**src/hw/rtl/dpp_pkg.sv**
```systemverilog
package dpp_pkg;

  // Parser defaults and packet layout
  localparam int unsigned PACKET_LENGTH_DEF = 17;
  localparam int unsigned QUEUE_DEPTH_DEF   = 4;

  localparam logic [7:0] SYNC_BYTE   = 8'h01;
  localparam logic [7:0] ID_SENSOR   = 8'hD7;
  localparam logic [7:0] ID_STOP     = 8'hE0;
  localparam logic [7:0] ID_OVERRIDE = 8'hDF;

  localparam int unsigned POS_START = 0;
  localparam int unsigned POS_ID    = 1;
  localparam int unsigned POS_ACK   = 6;
  localparam int unsigned POS_DRIVE = 8;
  localparam int unsigned POS_STEER = 9;

  localparam logic [15:0] SAFETY_PERIOD_RESET = 16'd350;
  localparam logic [15:0] ELAPSED_MAX         = 16'hFFFF;

  // Register map (word index)
  localparam logic REG_SAFETY_PERIOD = 1'b0;

  // Speed mixing: ceil(47d/125) = floor((47d+124)*16778 >> 21), exact for d < 256
  localparam logic [27:0] DRIVE_MUL   = 28'd788566;   // 47 * 16778
  localparam logic [27:0] DRIVE_ADD   = 28'd2080472;  // 124 * 16778
  localparam logic [14:0] STEER_MUL   = 15'd117;
  localparam logic [14:0] STEER_BIAS  = 15'd15000;
  // floor(a/1000) = (a*16778) >> 24, exact for a <= 15000
  localparam logic [14:0] RECIP_1000  = 15'd16778;
  localparam logic [7:0]  MOTOR1_BASE = 8'd112;
  localparam logic [7:0]  MOTOR2_BASE = 8'd240;
  localparam logic [7:0]  MOTOR_STOP  = 8'd0;

  typedef enum logic [1:0] {
    KIND_STOP     = 2'd0,
    KIND_SENSOR   = 2'd1,
    KIND_OVERRIDE = 2'd2
  } kind_e;

  // One unit of work for the back end: a stop byte or a sensor mix
  typedef struct packed {
    logic       sensor;
    logic [7:0] drive;
    logic [7:0] steer;
  } job_t;

  typedef struct packed {
    logic valid;
    job_t job;
  } push_t;

  typedef struct packed {
    logic valid;
    logic full;
    job_t job;
  } queue_status_t;

endpackage

```
**src/hw/rtl/dpp_in_if.sv**
```systemverilog
interface dpp_in_if;
  logic       valid;
  logic       ready;
  logic       op;
  logic [7:0] rx_byte;

  modport source (output valid, output op, output rx_byte, input ready);
  modport sink (input valid, input op, input rx_byte, output ready);
endinterface

```
**src/hw/rtl/dpp_out_if.sv**
```systemverilog
interface dpp_out_if;
  logic       valid;
  logic       ready;
  logic [7:0] motor_byte;
  logic       last_of_run;

  modport source (output valid, output motor_byte, output last_of_run, input ready);
  modport sink (input valid, input motor_byte, input last_of_run, output ready);
endinterface

```
**src/hw/rtl/drive_packet_parser_with_safety_stop_core.sv**
```systemverilog
// Channel   Dir  Payload                    Moves
// in_req    in   op, rx_byte                one link byte or one millisecond tick
// out_res   out  motor_byte, last_of_run    one motor command byte
// apb       in   paddr, pwdata / prdata     safety_period_ms at byte address 0
//
// A request is taken every cycle while the job queue has room; the parser and
// the safety timer update in the cycle of acceptance. A request that yields
// output places one job in the queue; the back end passes it through two
// multiply stages, then the output register, and drives one result per cycle
// while the output is ready: one byte for a stop, two for a sensor packet, so
// sustained rate is set by the output register. Reset clears the parser,
// timer, queue and pipeline; the period returns to 350. A stalled output holds
// the back end, and the front keeps taking requests until the queue is full.
module drive_packet_parser_with_safety_stop_core import dpp_pkg::*; #(
  parameter int unsigned PACKET_LENGTH = PACKET_LENGTH_DEF,
  parameter int unsigned QUEUE_DEPTH   = QUEUE_DEPTH_DEF
) (
  input  logic        clk_i,
  input  logic        rst_ni,
  dpp_in_if.sink      in_req,
  dpp_out_if.source   out_res,
  input  logic        psel_i,
  input  logic        penable_i,
  input  logic        pwrite_i,
  input  logic [2:0]  paddr_i,
  input  logic [31:0] pwdata_i,
  output logic [31:0] prdata_o,
  output logic        pready_o
);

  logic [15:0]   period_q;
  push_t         push;
  queue_status_t queue_st;
  logic          pop;
  logic          cfg_write;

  // Configuration: one register, written in the APB access phase
  assign pready_o  = 1'b1;
  assign cfg_write = psel_i && penable_i && pwrite_i && (paddr_i[2] == REG_SAFETY_PERIOD);
  assign prdata_o  = (paddr_i[2] == REG_SAFETY_PERIOD) ? {16'd0, period_q} : 32'd0;

  always_ff @(posedge clk_i or negedge rst_ni) begin
    if (!rst_ni) begin
      period_q <= SAFETY_PERIOD_RESET;
    end else if (cfg_write) begin
      period_q <= pwdata_i[15:0];
    end
  end

  // Front: parse bytes, run the safety timer, classify into jobs
  dpp_front #(
    .PACKET_LENGTH (PACKET_LENGTH)
  ) u_front (
    .clk_i    (clk_i),
    .rst_ni   (rst_ni),
    .in_req   (in_req),
    .period_i (period_q),
    .queue_i  (queue_st),
    .push_o   (push)
  );

  // Queue: decouple the parser from a stalled output
  dpp_queue #(
    .DEPTH (QUEUE_DEPTH)
  ) u_queue (
    .clk_i    (clk_i),
    .rst_ni   (rst_ni),
    .push_i   (push),
    .pop_i    (pop),
    .status_o (queue_st)
  );

  // Back: mix speeds and emit motor bytes
  dpp_back u_back (
    .clk_i   (clk_i),
    .rst_ni  (rst_ni),
    .queue_i (queue_st),
    .pop_o   (pop),
    .out_res (out_res)
  );

endmodule

```
**src/hw/rtl/dpp_front.sv**
```systemverilog
module dpp_front import dpp_pkg::*; #(
  parameter int unsigned PACKET_LENGTH = PACKET_LENGTH_DEF
) (
  input  logic          clk_i,
  input  logic          rst_ni,
  dpp_in_if.sink        in_req,
  input  logic [15:0]   period_i,
  input  queue_status_t queue_i,
  output push_t         push_o
);

  localparam int unsigned POS_W = $clog2(PACKET_LENGTH);
  localparam logic [POS_W-1:0] LAST_POS  = POS_W'(PACKET_LENGTH - 1);
  localparam logic [POS_W-1:0] P_START   = POS_W'(POS_START);
  localparam logic [POS_W-1:0] P_ID      = POS_W'(POS_ID);
  localparam logic [POS_W-1:0] P_ACK     = POS_W'(POS_ACK);
  localparam logic [POS_W-1:0] P_DRIVE   = POS_W'(POS_DRIVE);
  localparam logic [POS_W-1:0] P_STEER   = POS_W'(POS_STEER);

  logic [POS_W-1:0] pos_q, pos_d;
  kind_e            kind_q, kind_d;
  logic             ack_q, ack_d;
  logic [7:0]       drive_q, drive_d;
  logic [7:0]       steer_q, steer_d;
  logic [15:0]      elapsed_q, elapsed_d;
  logic             stopped_q, stopped_d;
  logic             accept;
  logic [7:0]       b;

  assign in_req.ready = !queue_i.full;
  assign accept       = in_req.valid && in_req.ready;
  assign b            = in_req.rx_byte;

  always_comb begin
    pos_d     = pos_q;
    kind_d    = kind_q;
    ack_d     = ack_q;
    drive_d   = drive_q;
    steer_d   = steer_q;
    elapsed_d = elapsed_q;
    stopped_d = stopped_q;
    push_o.valid      = 1'b0;
    push_o.job.sensor = 1'b0;
    push_o.job.drive  = drive_q;
    push_o.job.steer  = steer_q;

    if (accept) begin
      if (in_req.op) begin
        // millisecond tick: run the safety check once the period is reached
        if (elapsed_q >= period_i) begin
          elapsed_d = '0;
          if (ack_q) begin
            stopped_d = 1'b0;
          end else if (!stopped_q) begin
            push_o.valid = 1'b1;
            stopped_d    = 1'b1;
          end
          ack_d = 1'b0;
        end else if (elapsed_q != ELAPSED_MAX) begin
          elapsed_d = elapsed_q + 16'd1;
        end
      end else if (pos_q >= LAST_POS) begin
        // end of packet, byte value is irrelevant
        pos_d = P_START;
        case (kind_q)
          KIND_STOP: begin
            push_o.valid = 1'b1;
          end
          KIND_SENSOR: begin
            push_o.valid      = 1'b1;
            push_o.job.sensor = 1'b1;
          end
          default: begin
          end
        endcase
      end else begin
        unique case (pos_q)
          P_START: begin
            if (b == SYNC_BYTE) pos_d = P_ID;
          end
          P_ID: begin
            pos_d = pos_q + POS_W'(1);
            if (b == ID_SENSOR) begin
              kind_d = KIND_SENSOR;
            end else if (b == ID_STOP) begin
              kind_d = KIND_STOP;
            end else if (b == ID_OVERRIDE) begin
              kind_d = KIND_OVERRIDE;
            end else begin
              pos_d = P_START;
            end
          end
          P_ACK: begin
            if (b <= 8'd1) begin
              ack_d = b[0];
              pos_d = pos_q + POS_W'(1);
            end else begin
              pos_d = P_START;
            end
          end
          default: begin
            if (pos_q == P_DRIVE) drive_d = b;
            else if (pos_q == P_STEER) steer_d = b;
            pos_d = pos_q + POS_W'(1);
          end
        endcase
      end
    end
  end

  always_ff @(posedge clk_i or negedge rst_ni) begin
    if (!rst_ni) begin
      pos_q     <= '0;
      kind_q    <= KIND_STOP;
      ack_q     <= 1'b0;
      drive_q   <= '0;
      steer_q   <= '0;
      elapsed_q <= '0;
      stopped_q <= 1'b0;
    end else begin
      pos_q     <= pos_d;
      kind_q    <= kind_d;
      ack_q     <= ack_d;
      drive_q   <= drive_d;
      steer_q   <= steer_d;
      elapsed_q <= elapsed_d;
      stopped_q <= stopped_d;
    end
  end

endmodule

```
**src/hw/rtl/dpp_queue.sv**
```systemverilog
module dpp_queue import dpp_pkg::*; #(
  parameter int unsigned DEPTH = QUEUE_DEPTH_DEF
) (
  input  logic          clk_i,
  input  logic          rst_ni,
  input  push_t         push_i,
  input  logic          pop_i,
  output queue_status_t status_o
);

  localparam int unsigned PTR_W = $clog2(DEPTH);
  localparam int unsigned CNT_W = $clog2(DEPTH + 1);
  localparam logic [PTR_W-1:0] LAST_SLOT = PTR_W'(DEPTH - 1);

  job_t             mem_q [DEPTH];
  logic [PTR_W-1:0] wr_q, wr_d, rd_q, rd_d;
  logic [CNT_W-1:0] cnt_q, cnt_d;
  logic             do_push, do_pop;

  assign status_o.valid = (cnt_q != '0);
  assign status_o.full  = (cnt_q == CNT_W'(DEPTH));
  assign status_o.job   = mem_q[rd_q];

  assign do_push = push_i.valid && !status_o.full;
  assign do_pop  = pop_i && status_o.valid;

  always_comb begin
    wr_d  = wr_q;
    rd_d  = rd_q;
    cnt_d = cnt_q;
    if (do_push) wr_d = (wr_q == LAST_SLOT) ? '0 : wr_q + PTR_W'(1);
    if (do_pop)  rd_d = (rd_q == LAST_SLOT) ? '0 : rd_q + PTR_W'(1);
    if (do_push && !do_pop) cnt_d = cnt_q + CNT_W'(1);
    else if (do_pop && !do_push) cnt_d = cnt_q - CNT_W'(1);
  end

  always_ff @(posedge clk_i) begin
    if (do_push) mem_q[wr_q] <= push_i.job;
  end

  always_ff @(posedge clk_i or negedge rst_ni) begin
    if (!rst_ni) begin
      wr_q  <= '0;
      rd_q  <= '0;
      cnt_q <= '0;
    end else begin
      wr_q  <= wr_d;
      rd_q  <= rd_d;
      cnt_q <= cnt_d;
    end
  end

endmodule

```
**src/hw/rtl/dpp_back.sv**
```systemverilog
module dpp_back import dpp_pkg::*; (
  input  logic          clk_i,
  input  logic          rst_ni,
  input  queue_status_t queue_i,
  output logic          pop_o,
  dpp_out_if.source     out_res
);

  // stage 1: drive product, steer magnitude
  logic        s1_valid_q;
  logic        s1_sensor_q;
  logic [27:0] s1_prod_q;
  logic [13:0] s1_mag_q;
  logic        s1_neg_q;
  // stage 2: drop and steer offset magnitude
  logic        s2_valid_q;
  logic        s2_sensor_q;
  logic [6:0]  s2_drop_q;
  logic [3:0]  s2_off_q;
  logic        s2_neg_q;
  // output register with one held second byte
  logic [1:0]  cnt_q;
  logic [7:0]  motor_q;
  logic [7:0]  second_q;

  logic        r_free, adv2, s2_free, adv1, s1_free;
  logic [27:0] prod_d;
  logic [14:0] steer_w;
  logic        neg_d;
  logic [13:0] mag_d;
  logic [28:0] recip_prod;
  logic [7:0]  off8, m1, m2;

  assign r_free  = (cnt_q == 2'd0) || (cnt_q == 2'd1 && out_res.ready);
  assign adv2    = s2_valid_q && r_free;
  assign s2_free = !s2_valid_q || adv2;
  assign adv1    = s1_valid_q && s2_free;
  assign s1_free = !s1_valid_q || adv1;
  assign pop_o   = queue_i.valid && s1_free;

  assign out_res.valid       = (cnt_q != 2'd0);
  assign out_res.motor_byte  = motor_q;
  assign out_res.last_of_run = (cnt_q == 2'd1);

  always_comb begin
    prod_d  = {20'd0, queue_i.job.drive} * DRIVE_MUL + DRIVE_ADD;
    steer_w = {7'd0, queue_i.job.steer} * STEER_MUL;
    neg_d   = (steer_w < STEER_BIAS);
    mag_d   = neg_d ? 14'(STEER_BIAS - steer_w) : 14'(steer_w - STEER_BIAS);
  end

  assign recip_prod = {15'd0, s1_mag_q} * {14'd0, RECIP_1000};

  always_comb begin
    off8 = s2_neg_q ? (8'd0 - {4'd0, s2_off_q}) : {4'd0, s2_off_q};
    m1   = MOTOR1_BASE - {1'b0, s2_drop_q} + off8;
    m2   = MOTOR2_BASE - {1'b0, s2_drop_q} - off8;
  end

  always_ff @(posedge clk_i) begin
    if (pop_o) begin
      s1_sensor_q <= queue_i.job.sensor;
      s1_prod_q   <= prod_d;
      s1_mag_q    <= mag_d;
      s1_neg_q    <= neg_d;
    end
    if (adv1) begin
      s2_sensor_q <= s1_sensor_q;
      s2_drop_q   <= s1_prod_q[27:21];
      s2_off_q    <= recip_prod[27:24];
      s2_neg_q    <= s1_neg_q;
    end
    if (adv2) begin
      motor_q  <= s2_sensor_q ? m1 : MOTOR_STOP;
      second_q <= m2;
    end else if (cnt_q == 2'd2 && out_res.ready) begin
      motor_q <= second_q;
    end
  end

  always_ff @(posedge clk_i or negedge rst_ni) begin
    if (!rst_ni) begin
      s1_valid_q <= 1'b0;
      s2_valid_q <= 1'b0;
      cnt_q      <= 2'd0;
    end else begin
      if (pop_o) s1_valid_q <= 1'b1;
      else if (adv1) s1_valid_q <= 1'b0;
      if (adv1) s2_valid_q <= 1'b1;
      else if (adv2) s2_valid_q <= 1'b0;
      if (adv2) cnt_q <= s2_sensor_q ? 2'd2 : 2'd1;
      else if (out_res.valid && out_res.ready) cnt_q <= cnt_q - 2'd1;
    end
  end

endmodule

```
**src/flat_wrapper.sv**
```systemverilog
// flat-port wrapper written by rule: the top's interface ports become plain ports
module drive_packet_parser_with_safety_stop_core_flat import dpp_pkg::*;
#(
  parameter int unsigned PACKET_LENGTH = PACKET_LENGTH_DEF,
  parameter int unsigned QUEUE_DEPTH   = QUEUE_DEPTH_DEF
)
  (clk_i, rst_ni, psel_i, penable_i, pwrite_i, paddr_i, pwdata_i, prdata_o, pready_o, in_req_valid, in_req_op, in_req_rx_byte, in_req_ready, out_res_valid, out_res_motor_byte, out_res_last_of_run, out_res_ready);
  dpp_in_if in_req_i ();
  dpp_out_if out_res_i ();
  input  logic clk_i;
  input  logic rst_ni;
  input  logic psel_i;
  input  logic penable_i;
  input  logic pwrite_i;
  input  logic [2:0] paddr_i;
  input  logic [31:0] pwdata_i;
  output logic [31:0] prdata_o;
  output logic pready_o;
  input wire logic [$bits(in_req_i.valid)-1:0] in_req_valid;
  input wire logic [$bits(in_req_i.op)-1:0] in_req_op;
  input wire logic [$bits(in_req_i.rx_byte)-1:0] in_req_rx_byte;
  output wire logic [$bits(in_req_i.ready)-1:0] in_req_ready;
  output wire logic [$bits(out_res_i.valid)-1:0] out_res_valid;
  output wire logic [$bits(out_res_i.motor_byte)-1:0] out_res_motor_byte;
  output wire logic [$bits(out_res_i.last_of_run)-1:0] out_res_last_of_run;
  input wire logic [$bits(out_res_i.ready)-1:0] out_res_ready;
  assign in_req_i.valid = in_req_valid;
  assign in_req_i.op = in_req_op;
  assign in_req_i.rx_byte = in_req_rx_byte;
  assign in_req_ready = in_req_i.ready;
  assign out_res_valid = out_res_i.valid;
  assign out_res_motor_byte = out_res_i.motor_byte;
  assign out_res_last_of_run = out_res_i.last_of_run;
  assign out_res_i.ready = out_res_ready;
  drive_packet_parser_with_safety_stop_core #(.PACKET_LENGTH(PACKET_LENGTH), .QUEUE_DEPTH(QUEUE_DEPTH)) u_core (.clk_i(clk_i), .rst_ni(rst_ni), .in_req(in_req_i), .out_res(out_res_i), .psel_i(psel_i), .penable_i(penable_i), .pwrite_i(pwrite_i), .paddr_i(paddr_i), .pwdata_i(pwdata_i), .prdata_o(prdata_o), .pready_o(pready_o));
endmodule
```
**config.mk**
```make
export PLATFORM = sky130hd
export DESIGN_NAME = drive_packet_parser_with_safety_stop_core_flat
export DESIGN_NICKNAME = d
export VERILOG_FILES = /design/src/hw/rtl/dpp_pkg.sv /design/src/hw/rtl/dpp_in_if.sv /design/src/hw/rtl/dpp_out_if.sv /design/src/hw/rtl/drive_packet_parser_with_safety_stop_core.sv /design/src/hw/rtl/dpp_front.sv /design/src/hw/rtl/dpp_queue.sv /design/src/hw/rtl/dpp_back.sv /design/src/flat_wrapper.sv
export SDC_FILE = /design/constraint.sdc
export NUM_CORES = 1
export LEC_CHECK = 0
export ABC_AREA = 1
export BUFFER_PORTS_ARGS = -buffer_cell sky130_fd_sc_hd__buf_4
export CAP_MARGIN = 20
export CORE_MARGIN = 1
export CORE_UTILIZATION = 35
export DETAILED_ROUTE_END_ITERATION = 7
export PLACE_DENSITY = 0.54
export SLEW_MARGIN = 10
export SYNTH_ARGS = -nofsm -noshare
export SYNTH_HDL_FRONTEND = slang
export SYNTH_SLANG_ARGS = --single-unit
```
**constraint.sdc**
```tcl
create_clock -name clk_i -period 8.4 [get_ports clk_i]
set_input_delay 0 -clock clk_i [delete_from_list [all_inputs] [get_ports clk_i]]
set_output_delay 0 -clock clk_i [all_outputs]
set_load 0.1 [all_outputs]
```
==> metrics, run 1 <==
Critical Path End Type register; tightest slew margin relative to the limit ~23%; Synth area leaders edfxtp_1, ha_1, dfrtp_1, nand2_1, inv_1; global-route wire length before repair 52100 um; top achievable clock speed 0.163 GHz; final worst-path cycle share roughly 73%; final hold viol count 0; number of antenna violations at the first check in global routing 0; Num CTS Buffers 17; post-cts resize count 0; DR WL/cell 12.3 um; Tot GR Track Use 14.2%; Die ar. approximately 0.045 mm^2; Critical Setup Path Class register to register; Max FO, Critical Path 34; most frequently used cell type in the post-synthesis netlist nand2_1; CORE AREA 0.0435 mm^2; vias in the first global route between 10000 and 15000; share of cells above drive strength 1 around 8.4%; # Max-Cap Violations 0; combined area of all synthesized cells 0.0155 mm^2; starting density of the core 35.7%; cell type contributing the most total cell area after synthesis edfxtp_1; Worst Tran Pin Value 1.16 ns; GR Overflow Total 0; CTS tree yes; number of top-level pins 95; routed wire length 30300 um; post-route design area around 0.017 mm^2; leading post-synthesis cells by instance count nand2_1, inv_1, ha_1; Mapped Avg Cell Area roughly 8.7 um^2; Die W 213 um; final layout net count roughly 2200; Max Transition Viols Final 0; height of the chip 213 um; number of buffer cells added on primary ports approximately 60; number of nets with antenna violations after detailed routing 0; Clock Sink Count between 150 and 200; clock transition time at the flip-flop clock pins of the worst setup and hold paths 0.08 ns; time the worst path needs with I/O delays and setup around 6.1 ns; DRC 0; number of vias in the routed layout about 11000; number of placement rows 76; number of buffers on the longest clock path 2; pin count of the biggest net entering global routing 69; setup TNS 0 ns; predominant post-synthesis flop cell edfxtp_1; synth unique cells 61; per-cell via count in the routed design 4.58; area share of the leading cell type in the synthesized netlist approximately 23%; fraction of registers with async set or reset after synthesis 36.2%; startpoint type of the worst setup path register; unrepaired setup endpoints after global routing false; class of the worst hold path input pin to register; share of synthesized area occupied by flip-flops and latches 34.2%; drt first-iter violations 470; H-tree levels 4; root cell of the clock tree clkbuf_16; synthesis-to-finish area growth 12.5%; Worst-Skew Late Latency ~0.45 ns; DRT Pass-1 Iters 4; EDFF count, synth 120; Mapped Cells between 1500 and 2000; detailed placer's ending HPWL 24400 um; Placed Instance Area 0.0166 mm^2; gp weighted congestion 0.828; post-synthesis sequential element count between 150 and 200; critical path data arrival time between 6 and 7 ns; status complete, no violations; number of antenna cells inserted 0; final setup vio count 0; total number of yosys warnings 0; number of buffers inserted by post-CTS setup repair 0; Data required, critical path 8.71 ns; final worst clock skew ~0.013 ns
[routing by layer]
layer  global-route usage [%]  part of all wire (%)  vias to the layer above
met5                        0                     0                        -
met4                     3.42                   1.0                        0
met3                     2.14                   2.1                       21
met2                     25.1                    49                      118
met1                     18.2                    48                     5209
li1                         -                     -                     5953
[layout make-up]
| type | instances | area (um^2) |
|---|---|---|
| Timing Repair Buffer | 95 | 787 |
| Fill cell | 4304 | 26000 |
| Clock inverter | 15 | 164 |
| Inverter | 320 | 1200 |
| Sequential cell | 188 | 5310 |
| Multi-Input combinational cell | 1248 | 8840 |
| Clock buffer | 17 | 425 |
| Tap cell | 585 | 732 |
[placed cells by master (no fill, tap or decap), types with 28 or more instances in the layout]
master	count
a21oi_1	93
xor2_1	34
nand3_1	76
dlygate4sd3_1	28
ha_1	256
nand2_1	372
inv_1	315
fa_1	47
dfrtp_1	62
nor2_1	148
o21ai_0	53
edfxtp_1	120
buf_4	66
[metrics by stage]
| stage | setup WS, ns | std cells | utilization (%) | hold slack [ns] |
|---|---|---|---|---|
| after global placement | 2.32 | 2407 | 38.2 | 0.195 |
| final | 2.28 | 2468 | 40.2 | 0.0182 |
| after CTS | 2.22 | 2468 | 40.2 | 0.00513 |
| after detailed placement | 2.24 | 2408 | 38.2 | 0.193 |
| after floorplan | 2.95 | 1794 | - | -0.296 |
| after global routing | 1.74 | 2468 | 40.2 | 0.0750 |
[sequential cells by signal, summed over array words and instances, names as in the netlist, 2 cells and up]
name / cells
u_core.u_back.out_res.motor_byte: 8
u_core.u_back.cnt_q: 2
u_core.u_front.pos_q: 5
u_core.u_queue.rd_q: 2
u_core.u_back.s1_prod_q: 7
u_core.u_queue.cnt_q: 3
u_core.u_front.steer_q: 8
u_core.u_queue.mem_q: 68
u_core.period_q: 16
u_core.u_back.s1_mag_q: 14
u_core.u_back.s2_off_q: 4
u_core.u_queue.wr_q: 2
u_core.u_front.kind_q: 2
u_core.u_front.drive_q: 8
u_core.u_back.s2_drop_q: 7
u_core.u_front.elapsed_q: 16
u_core.u_back.second_q: 8
[kinds of logic (layout without fill, tap and decap cells)]
group | after synthesis | in the layout | share of synthesized area, %
XOR/XNOR | 50 | 50 | 3.38
AND/OR/NAND/NOR | 674 | 674 | 18.4
adder cells (fa/ha/maj) | 303 | 303 | 26.7
flip-flops | 188 | 188 | 34.2
multiplexers | 10 | 10 | 0.725
AO/OA/AOI/OAI | 194 | 194 | 7.32
buffers and inverters | 358 | 447 | 9.21
other | 2 | 17 | 0.0484
[critical path: stages (launching register included)]
cell,delay (ns)
dfrtp_1,0.67
buf_4,0.35
inv_4,0.28
nand2_1,0.09
a32oi_1,0.50
inv_1,0.19
fa_1,0.56
inv_1,0.05
fa_1,0.45
ha_1,0.28
inv_1,0.05
fa_1,0.49
inv_1,0.04
ha_1,0.31
inv_1,0.14
o21bai_2,0.11
a21oi_4,0.14
xor2_2,0.36
nand2_2,0.13
nand2_2,0.09
nand2_4,0.06
nand2_4,0.11
nor2_4,0.04
nor2_4,0.30
nand2_1,0.09
nand2_1,0.08
[repair_timing]
item / 4_1_cts / 5_1_grt
endpoints found under the hold margin: 100 / 0
endpoints found under the setup margin: 0 / 0
hold buffers: 28 / 0
[worst paths after layout]
kind / startpoint / end / slack [ns] / depth (start not counted)
worst max register to register: u_core.u_queue.rd_q[0] / u_core.u_back.s1_mag_q[1] / 2.28 / 25
worst max-delay path: u_core.u_queue.rd_q[0] / u_core.u_back.s1_mag_q[1] / 2.28 / 25
min in group asynchronous: rst_ni / u_core.u_front.pos_q[0] / 0.20 / 2
worst min-delay path: in_req_valid / u_core.u_front.ack_q / 0.02 / 6
worst min register to register: u_core.u_back.s1_prod_q[22] / u_core.u_back.s2_drop_q[1] / 0.42 / 0
max in group asynchronous: rst_ni / u_core.u_back.cnt_q[0] / 7.57 / 2
Power of run 1 is left out: the tool's default activity adds up to more than one toggle a clock period on the data nets, which glitch-free logic cannot reach.
==> run 2, diff against run 1 <==
--- a/config.mk
+++ b/config.mk
@@ -11,7 +11,7 @@
 export CORE_MARGIN = 1
 export CORE_UTILIZATION = 35
 export DETAILED_ROUTE_END_ITERATION = 7
-export PLACE_DENSITY = 0.54
+export PLACE_DENSITY = 0.56
 export SLEW_MARGIN = 10
 export SYNTH_ARGS = -nofsm -noshare
 export SYNTH_HDL_FRONTEND = slang
==> constraint.sdc (replaced) <==
create_clock -name clk_i -period 5.3 [get_ports clk_i]
set_input_delay 0 -clock clk_i [delete_from_list [all_inputs] [get_ports clk_i]]
set_output_delay 0 -clock clk_i [all_outputs]
set_load 0.1 [all_outputs]
==> run 2 against run 1 <==
Compared with the run above: clock-buffer cell count unchanged; cell count up 1.1%; routed wire length up 0.68%; sequential cell count unchanged; register-to-register slack worse by 2.0 ns; die area unchanged; critical path type unchanged; largest cell class unchanged; highest routed layer unchanged.
==> metrics, run 2 (synthesized netlist as in run 1, its figures left out) <==
status complete, no violations (unchanged); final worst-path cycle share 95.1% (was 72.9%); GR Overflow Total 0 (unchanged); Top Registers u_core.u_queue.mem_q (68), u_core.period_q (16), u_core.u_front.elapsed_q (16) (unchanged); synthesis-to-finish area growth 14.8% (was 12.5%); Die ar. 0.0452 mm^2 (unchanged); # Max-Cap Violations 0 (unchanged); drt first-iter violations 359 (was 470); time the worst path needs with I/O delays and setup 5.04 ns (was 6.12 ns); Num CTS Buffers 17 (unchanged); Critical Setup Path Class register to register (unchanged); starting density of the core 35.7% (unchanged); share of cells above drive strength 1 10.2% (was 8.39%); tightest slew margin relative to the limit 29.6% (was 22.7%); count of fill cells added during filler insertion 4274 (was 4304); DRT Pass-1 Iters 6 (was 4); DR WL/cell 12.2 um (was 12.3 um); root cell of the clock tree clkbuf_16 (unchanged); Max FO, Critical Path 27 (was 34); Critical Path End Type register (unchanged); vias in the first global route 11031 (was 11180); number of buffers on the longest clock path 2 (unchanged); H-tree levels 4 (unchanged); number of top-level pins 95 (unchanged); height of the chip 213 um (unchanged); startpoint type of the worst setup path register (unchanged); class of the worst hold path input pin to register (unchanged); per-cell via count in the routed design 4.58 (about the same); top register by number of flip-flops u_core.u_queue.mem_q (unchanged); number of nets with antenna violations after detailed routing 0 (unchanged); final worst clock skew 0.0155 ns (was 0.0131 ns); leading cell types in the layout, fill and taps excluded nand2_1, inv_1, ha_1 (unchanged); DRC 0 (unchanged); detailed placer's ending HPWL 24200 um (was 24400 um); final hold viol count 0 (unchanged); Die W 213 um (unchanged); worst hold slack after final layout 0.0419 ns (was 0.0182 ns); number of antenna cells inserted 0 (unchanged); Worst Tran Pin Value 1.05 ns (was 1.16 ns); flip-flop count of the largest register after layout 68 (unchanged); CORE AREA 0.0435 mm^2 (unchanged); CTS tree yes (unchanged); final setup vio count 0 (unchanged); area taken by flip-flops and latches 0.00531 mm^2 (about the same); Worst-Skew Late Latency 0.46 ns (was 0.45 ns); pin count of the biggest net entering global routing 69 (unchanged); delay of the slowest cell on the worst path 0.51 ns (was 0.67 ns); number of buffer cells added on primary ports 59 (unchanged); cell with the biggest individual delay on the critical path fa_1 (was dfrtp_1); Clock Sink Count 188 (unchanged); Tot GR Track Use 14.3% (was 14.2%); clock transition time at the flip-flop clock pins of the worst setup and hold paths 0.09 ns (was 0.08 ns); Data required, critical path 5.51 ns (was 8.71 ns); cell chain of the critical path buf_12 > a21oi_1 > o21ai_0 > nand2_2 > inv_1 > fa_1 > fa_1 > ha_1 > fa_1 > ha_2 > a21oi_1 > o21a_1 > nand2_2 > a21oi_2 > inv_1 > nand2_1 > nand2_2 > nor2_4 > nand2_4 > nor2_4 > nor2_4 > buf_12 > nand2_1 > nand2_1; start point of the critical path u_core.u_queue.rd_q[0] (unchanged); global-route wire length before repair 52100 um (about the same); gp weighted congestion 0.888 (was 0.828); top achievable clock speed 0.198 GHz (was 0.163 GHz); Max Transition Viols Final 0 (unchanged); final layout net count 2250 (was 2224); FF-to-FF Start u_core.u_queue.rd_q[0] (unchanged); Placed Instance Area 0.0167 mm^2 (was 0.0166 mm^2); multi-input logic area 0.00890 mm^2 (was 0.00884 mm^2); most common library cell in the layout ignoring fill and taps nand2_1 (unchanged); number of vias in the routed layout 11426 (was 11301); number of placement rows 76 (unchanged); hold path startpoint pwrite_i (was in_req_valid); routed wire length 30500 um (was 30300 um); critical path data arrival time 5.24 ns (was 6.44 ns); post-route design area 0.0178 mm^2 (was 0.0175 mm^2); number of antenna violations at the first check in global routing 0 (unchanged)
==> run 2: changes by cell type in the layout (fill, tap and decap cells not counted), moves of 3 or more <==
cell,change
buf_12,+3
inv_12,+5
buf_4,+20
a32oi_1,-3
a32oi_2,+3
==> run 2: layout make-up <==
cell class / instances / area share [%]
Clock buffer: 17 / 2.39
Clock inverter: 15 / 1.28
Inverter: 320 / 6.77
Multi-Input combinational cell: 1248 / 49.9
Sequential cell: 188 / 29.8
Tap cell: 585 / 4.11
Timing Repair Buffer: 120 / 5.71
Timing Repair inverter: 1 / 0.0351
==> run 2: metal layers <==
layer	global-route usage, %	routed length [um]	up-vias
met2	24.3	14600	188
met3	2.29	871	35
met4	4.22	520	0
li1	-	-	6010
met1	18.8	14400	5193
met5	0	0	-
==> run 2: path summary, 6_finish.rpt <==
kind	endpoint	slack [ns]	cells after the start
min in group asynchronous	u_core.u_front.pos_q[3]	0.22	2
setup reg to reg	u_core.u_back.s1_mag_q[6]	0.26	24
setup / recovery	u_core.u_back.s1_mag_q[6]	0.26	24
max in group asynchronous	u_core.u_queue.rd_q[0]	4.45	2
hold reg to reg	u_core.u_back.s2_drop_q[0]	0.43	0
hold / removal	u_core.period_q[1]	0.04	3
==> run 2: critical path, delay by kind of cell, from the launching register on <==
family / cells / cell delay [ns]
AO/OA/AOI/OAI: 5 / 0.76
buffers and inverters: 4 / 0.50
adder cells (fa/ha/maj): 5 / 2.08
flip-flops: 1 / 0.49
AND/OR/NAND/NOR: 10 / 0.93
==> run 2: metrics by stage <==
| step | setup slack, ns | utilization [%] | std cells | TNS [ns] |
|---|---|---|---|---|
| floorplan | 0.0601 | - | 1794 | 0 |
| global placement | 0.218 | 38.5 | 2426 | 0 |
| detailed placement | 0.142 | 38.5 | 2427 | 0 |
| CTS | 0.109 | 40.7 | 2488 | 0 |
| global route | -0.00894 | 41.0 | 2494 | -0.00894 |
| finish | 0.261 | 41.0 | 2494 | 0 |
==> run 2: timing repair <==
action / 4_1_cts / 5_1_grt
endpoints found under the setup margin: 0 / 21
hold buffers: 29 / 0
endpoints found under the hold margin: 100 / 0
setup buffers: 0 / 5
gates resized for setup: 0 / 20
Power of run 2 is left out for the same reason.
==> run 3, diff against run 2 <==
--- a/config.mk
+++ b/config.mk
@@ -11,7 +11,8 @@
 export CORE_MARGIN = 1
 export CORE_UTILIZATION = 35
 export DETAILED_ROUTE_END_ITERATION = 7
-export PLACE_DENSITY = 0.56
+export GPL_ROUTABILITY_DRIVEN = 1
+export PLACE_DENSITY = 0.52
 export SLEW_MARGIN = 10
 export SYNTH_ARGS = -nofsm -noshare
 export SYNTH_HDL_FRONTEND = slang
==> run 3 against run 2 <==
Compared with the run above: critical path depth did not move; sequential cell count did not move; final area fell by 0.43%; register-to-register slack improved by 0.09 ns; first-iteration DRC count rose by 16%; clock skew fell by 0.0064 ns; hold slack improved by 0.056 ns; critical endpoint is now u_core.u_back.s1_mag_q[12].
==> metrics, run 3 (synthesized netlist as in run 1, its figures left out) <==
final worst-path cycle share 93.4% (was 95.1%); routed wire length 30900 um (was 30500 um); detailed placer's ending HPWL 24800 um (was 24200 um); CTS tree yes (unchanged); Top Registers u_core.u_queue.mem_q (68), u_core.period_q (16), u_core.u_front.elapsed_q (16) (unchanged); vias in the first global route 11190 (was 11031); Critical Path End Type register (unchanged); final layout net count 2253 (was 2250); CORE AREA 0.0435 mm^2 (unchanged); Placed Instance Area 0.0168 mm^2 (was 0.0167 mm^2); Max Transition Viols Final 0 (unchanged); height of the chip 213 um (unchanged); Worst Tran Pin Value 0.973 ns (was 1.05 ns); # Max-Cap Violations 0 (unchanged); tightest slew margin relative to the limit 35.0% (was 29.6%); number of top-level pins 95 (unchanged); Tot GR Track Use 14.4% (was 14.3%); pin count of the biggest net entering global routing 69 (unchanged); leading cell types in the layout, fill and taps excluded nand2_1, inv_1, ha_1 (unchanged); final hold viol count 0 (unchanged); Die ar. 0.0452 mm^2 (unchanged); Data required, critical path 5.50 ns (was 5.51 ns); clock transition time at the flip-flop clock pins of the worst setup and hold paths 0.07 ns (was 0.09 ns); Num CTS Buffers 17 (unchanged); share of cells above drive strength 1 10.2% (about the same); number of buffer cells added on primary ports 59 (unchanged); post-route design area 0.0178 mm^2 (about the same); drt first-iter violations 418 (was 359); synthesis-to-finish area growth 14.3% (was 14.8%); number of antenna cells inserted 0 (unchanged); worst hold slack after final layout 0.0983 ns (was 0.0419 ns); top achievable clock speed 0.202 GHz (was 0.198 GHz); root cell of the clock tree clkbuf_16 (unchanged); flip-flop count of the largest register after layout 68 (unchanged); starting density of the core 35.7% (unchanged); final worst clock skew 0.00914 ns (was 0.0155 ns); top register by number of flip-flops u_core.u_queue.mem_q (unchanged); Worst-Skew Late Latency 0.45 ns (was 0.46 ns); gp weighted congestion 0.846 (was 0.888); number of buffers on the longest clock path 2 (unchanged); class of the worst hold path input pin to register (unchanged); final setup vio count 0 (unchanged); status complete, no violations (unchanged); Critical Setup Path Class register to register (unchanged); Clock Sink Count 188 (unchanged); critical path data arrival time 5.15 ns (was 5.24 ns); DR WL/cell 12.4 um (was 12.2 um); startpoint type of the worst setup path register (unchanged); time the worst path needs with I/O delays and setup 4.95 ns (was 5.04 ns); number of antenna violations at the first check in global routing 0 (unchanged); H-tree levels 4 (unchanged); per-cell via count in the routed design 4.53 (was 4.58); number of placement rows 76 (unchanged); GR Overflow Total 0 (unchanged); most common library cell in the layout ignoring fill and taps nand2_1 (unchanged); Max FO, Critical Path 18 (was 27); global-route wire length before repair 52200 um (was 52100 um); DRC 0 (unchanged); number of vias in the routed layout 11317 (was 11426); number of nets with antenna violations after detailed routing 0 (unchanged); DRT Pass-1 Iters 5 (was 6); Die W 213 um (unchanged)
run 3: cell count changes in the layout (fill, tap and decap cells not counted), moves of 2 or more:
| cell | delta |
|---|---|
| inv_6 | +4 |
| buf_4 | +4 |
| inv_12 | -6 |
| clkbuf_1 | +3 |
| clkinv_8 | -2 |
| inv_16 | -2 |
| buf_12 | -2 |
run 3: cell type report:
class | count | area (um^2)
Sequential cell | 188 | 5310
Multi-Input combinational cell | 1249 | 8910
Fill cell | 4366 | 25700
Tap cell | 585 | 732
Clock buffer | 20 | 437
Clock inverter | 12 | 131
Timing Repair Buffer | 123 | 1020
Inverter | 320 | 1210
run 3: path summary, 6_finish.rpt:
path / from / end / slack (ns) / cells after the start
max: u_core.u_queue.rd_q[0] / u_core.u_back.s1_mag_q[12] / 0.35 / 24
min: pwrite_i / u_core.period_q[2] / 0.1 / 3
max in group asynchronous: rst_ni / u_core.u_queue.rd_q[0] / 4.40 / 2
max reg2reg: u_core.u_queue.rd_q[0] / u_core.u_back.s1_mag_q[12] / 0.35 / 24
min in group asynchronous: rst_ni / u_core.u_front.pos_q[0] / 0.24 / 2
min reg2reg: u_core.u_back.s1_prod_q[23] / u_core.u_back.s2_drop_q[2] / 0.42 / 0
run 3: critical path, stage by stage (launching register included):
cell	delay, ns
dfrtp_2	0.48
inv_6	0.15
buf_4	0.18
nand2_1	0.06
a32oi_1	0.22
buf_4	0.20
fa_1	0.45
fa_1	0.47
ha_1	0.32
ha_1	0.30
ha_1	0.41
nand2_1	0.11
clkinv_1	0.09
a21oi_2	0.15
nand2_2	0.11
a21boi_2	0.16
inv_1	0.05
nand2_1	0.06
nand2_2	0.10
nor2_4	0.15
nand2_4	0.09
nor2_4	0.17
nor2_4	0.10
nand2_1	0.08
nand2_1	0.04
run 3: routing by layer:
metal / up-vias / share of wire, % / GRT usage, %
met5: - / 0 / 0
met4: 0 / 1.4 / 4.07
met3: 31 / 2.1 / 2.22
met2: 116 / 48 / 25.1
met1: 5170 / 48 / 18.3
li1: 6000 / - / -
run 3: what timing repair did:
action / CTS / global route
endpoints found under the setup margin: 0 / 21
buffers inserted: 0 / 4
hold buffers: 28 / 0
hold endpoints to repair: 100 / 0
resized for setup: 0 / 17
run 3: stage by stage:
step	cells	setup TNS (ns)	setup WS (ns)	utilization, %
2_1_floorplan	1794	0	0.0601	-
3_3_place_gp	2431	0	0.260	38.6
3_5_place_dp	2432	0	0.150	38.6
4_1_cts	2492	0	0.136	40.6
5_1_grt	2497	-0.00730	-0.00490	40.8
6_report	2497	0	0.351	40.8
Power of run 3 is left out for the same reason.
